**src/design/rtgf_ram.sv**
```systemverilog
// Generic single-clock RAM with one write port and one registered read port.
// No dependencies.
module rtgf_ram #(
	parameter int WIDTH = 8,
	parameter int DEPTH = 32
) (
	input  logic                                   clk,
	input  logic                                   we,
	input  logic [((DEPTH > 1) ? $clog2(DEPTH) : 1)-1:0] waddr,
	input  logic [WIDTH-1:0]                       wdata,
	input  logic                                   re,
	input  logic [((DEPTH > 1) ? $clog2(DEPTH) : 1)-1:0] raddr,
	output logic [WIDTH-1:0]                       rdata
);

	logic [WIDTH-1:0] mem [DEPTH];

	always_ff @(posedge clk) begin
		if (we) begin
			mem[waddr] <= wdata;
		end
		if (re) begin
			rdata <= mem[raddr];
		end
	end

endmodule

```
**config.mk**
```make
export PLATFORM = sky130hd
export DESIGN_NAME = rtgf_ram
export DESIGN_NICKNAME = d
export VERILOG_FILES = /design/src/design/rtgf_ram.sv
export SDC_FILE = /design/constraint.sdc
export NUM_CORES = 1
export LEC_CHECK = 0
export BUFFER_PORTS_ARGS = -buffer_cell sky130_fd_sc_hd__buf_2
export CORE_MARGIN = 3
export CORE_UTILIZATION = 55
export DETAILED_ROUTE_END_ITERATION = 8
export PLACE_DENSITY = 0.75
export SLEW_MARGIN = 20
export SYNTH_ARGS = -nofsm -noshare
export SYNTH_HDL_FRONTEND = slang
export SYNTH_SLANG_ARGS = --single-unit
```
**constraint.sdc**
```tcl
create_clock -name clk -period 2.31 [get_ports clk]
set_input_delay 0.462 -clock clk [delete_from_list [all_inputs] [get_ports clk]]
set_output_delay 0.462 -clock clk [all_outputs]
set_load 0.05 [all_outputs]
```
**Word-level counts from Yosys, hierarchy flattened**

Memories as Yosys holds them, arrays and structs flattened. A register that Yosys moved wholly into a read port is not among the register bits.
Cells that the tools add are included.

- Bitwise logic cells: 0
- Multiplexer cells: 2
- Shift-type cells: 0
- $mul: 0
- Equal/unequal tests: 0
- Divide/modulo/power cells: 0
- Reduce and logical (&&, ||, !) cells: 0
- $add $sub $neg: 0
- $lt $le $gt $ge: 0

Operators by type and width:

| kind | count |
|---|---|
| 1-bit 2-to-1 mux | 2 |

- Memories: 1
- Memory bits (read-only): 0
- Register bits: 0
- Word-level logic and storage cells: 3
- Bits in latches: 0
- Output and inout port bits: 8
- Input bits: 21
- Memory bits (writable): 256

Memory list:

| name | depth | bits a word | rd ports | clocked after memory_dff | wr ports | line | RTL |
|---|---|---|---|---|---|---|---|
| mem | 32 | 8 | 1 | 1 | 1 | 16 | `logic [WIDTH-1:0] mem [DEPTH];` |

**Depth between registers and ports, before layout**

- Depth after elaboration: 2
- Mapped depth: 5
- Depth with buffers taken out: 3

**Worst setup path before layout**

No wires, ideal clock.

- Kind: input to register
- From: input port raddr[2] (netlist bit)
- To: register rdata[0] (read register of mem), data pin
- Required time: 2.050 ns
- Path slack: -0.094 ns
- Library setup time: 0.260 ns
- Arrival: 2.144 ns
- Stages: 5
- Buffers on the path: 2
- Path through: clkbuf_1 clkbuf_1 mux4_2 mux4_2 mux2_2

RTL lines:

| element | line | RTL |
|---|---|---|
| from (decl) | 12 | `input logic [((DEPTH > 1) ? $clog2(DEPTH) : 1)-1:0] raddr,` |
| to (decl) | 13 | `output logic [WIDTH-1:0] rdata` |

==> key figures <==
Status
  – Status: finished, final reports clean

Global routing
  – Grt peak-use layer: met1
  – Initial antenna violation count: 0
  – First-pass GRT wire length: 30.6 mm
  – Total gr overflow: 0
  – GRT Total Usage: 20.7%
  – Vias in the first global route: 4694
  – GR Util met1: 31.9%
  – Largest net degree at the start of global routing: 33
  – Met2 Use GR: 31.6%
  – Met3 Track Usage GR: 2.93%

Clock tree
  – Post-CTS Setup Bufs: 0
  – Post_cts resized: 0
  – Clk Latency, worst-skew pair: 0.51 ns
  – Post-CTS Hold Fix Bufs: 0
  – Max H-tree Level: 1
  – CTS tree: yes
  – Clk sinks: 264
  – Clock Path Buffers: 3
  – Root buffer cell: clkbuf_16
  – CTS Buf Count: 25
  – Clock-pin slew on the worst setup and hold paths: 0.06 ns

Setup path
  – Crit path kind: input pin to flop
  – Critical Path RT: 2.57 ns
  – Critical path endpoint category: flop
  – Worst Reg-to-Reg Cells: 3
  – Crit start category: input pin
  – CP max FO: 21
  – WP data arrival: 2.26 ns

Synthesis
  – EDFF count, synth: 264
  – Avg Cell Area, Syn: 24.3 um^2
  – Distinct cells, synth: 14
  – Synth top cells by count: edfxtp_1, mux4_2, nor2_1, mux2_2
  – Asr flop ratio synth: 0%
  – Main synth FF type: edfxtp_1
  – Synth top area cells: edfxtp_1, mux4_2, nor2_1
  – Cells after Synth: 417
  – Synth top area share: 78.2%
  – Most frequent cell after synthesis: edfxtp_1
  – Synthesized cell area: 10100 um^2
  – Area leader, netlist: edfxtp_1
  – Seq cells post-synth: 264
  – YS warnings: 0
  – Sequential area share after synthesis: 78.2%
  – Post-synth net total: 438

Route
  – # DRC: 0
  – DR WL/cell: 26.9 um
  – Via count: 4618
  – Initial DRC Count: 448
  – First-pass DRT Iterations: 5
  – Vias/cell: 6.23
  – Post-route antenna net violation count: 0
  – Final wirelength: 20.0 mm

Floorplan
  – Die Width: 142 um
  – Initial core utilization: 56.2%
  – Die Ht: 142 um
  – Die ar.: 20100 um^2
  – FP Rows: 49
  – Core box area: 18000 um^2
  – Top Ports: 29

Hold path
  – Worst Hold Class: input pin to flop
  – Hold path depth: 1

Timing
  – RSZ-0062 raised after global routing: false
  – Setup Skew: 0.00934 ns
  – Post-layout min period: 2.00 ns
  – Slew of the pin with the lowest slew margin: 0.623 ns
  – Hold slack: 0.307 ns
  – Tcrit/Tclk final: 86.6%
  – Fin. Hold Viols: 0
  – F_max: 0.500 GHz
  – Setup violators final: 0
  – Max-slew headroom: 58.5%
  – Worst setup margin: 0.310 ns
  – Slew Limit Fails: 0

Placement
  – Final Wtd Congestion: 0.811
  – Count of input and output buffers: 28
  – Placed Area: 10800 um^2
  – Worst slack, placed: -0.221 ns
  – HPWL after DPL: 12.1 mm
  – Dpl cells: 696

Cells and area
  – Post-route insts no fill: 741
  – Share of cells above drive strength 1: 38.7%
  – Nets: 515
  – Ant diodes: 0
  – Post-route cell area: 11700 um^2
  – Synth-to-layout area growth: 15.4%

Power and ir drop
  – Leakage: 3.75 nW
  – VDD IR-drop max: 577 uV
  – P per Cell Area: 865 nW/um^2

Run
  – Max cap viols: 0
[power breakdown]
group          internal, mW  total [mW]  switching [mW]
combinational         0.235       0.558           0.323
clock                  2.55        4.19            1.64
sequential             5.35        5.37          0.0203
total                  8.13        10.1            1.98
[final timing paths]
check / from / endpoint / slack [ns]
max: raddr[0] / rdata[7] / 0.31
min: re / rdata[0] / 0.31
max reg2reg: mem[31][0] / rdata[0] / 0.33
min reg2reg: mem[23][4] / rdata[4] / 0.99
[per-stage QoR]
step | setup TNS, ns | power, mW | util (%)
floorplan | 0 | 5.79 | -
global placement | -1.54 | 6.00 | 60.2
detailed placement | -1.60 | 6.03 | 60.2
CTS | 0 | 10.2 | 64.9
global route | 0 | 10.4 | 64.9
finish | 0 | 10.1 | 64.9
[layout by cell type, fill, tap and decap left out, types with 4 or more instances in the layout]
cell / netlist / routed
clkbuf_1: 6 / 5
clkbuf_16: 0 / 25
nand3b_1: 5 / 5
mux2_2: 8 / 8
edfxtp_1: 264 / 264
buf_12: 0 / 6
mux4_2: 80 / 80
bufinv_16: 0 / 5
clkinv_2: 0 / 4
buf_4: 6 / 37
nor2_1: 33 / 33
buf_2: 1 / 27
[layer usage]
metal / vias to the layer above / part of all wire (%)
li1: 1943 / -
met1: 2472 / 43
met2: 171 / 48
met3: 32 / 5.9
met4: 0 / 2.7
met5: - / 0
[sequential cells by signal, indices dropped and copies added (netlist names)]
| register | count |
|---|---|
| mem | 256 |
| rdata | 8 |
[critical path: stages]
cell	delay [ns]
buf_4	0.17
buf_12	0.22
mux4_2	0.56
mux4_2	0.53
mux2_2	0.29
[layout make-up]
cell class | count | area (um^2)
Tap cell | 229 | 287
Timing Repair Buffer | 70 | 533
Multi-Input combinational cell | 133 | 2100
Clock buffer | 30 | 644
Clock inverter | 15 | 206
Sequential cell | 264 | 7930
Fill cell | 1151 | 6330
[cells by family after synthesis]
kind of cell	count (synthesis)	share of synthesized area (%)
multiplexers	88	18.7
buffers and inverters	20	1.05
AND/OR/NAND/NOR	45	2.05
flip-flops	264	78.2
(Power assumes the default switching activity.)
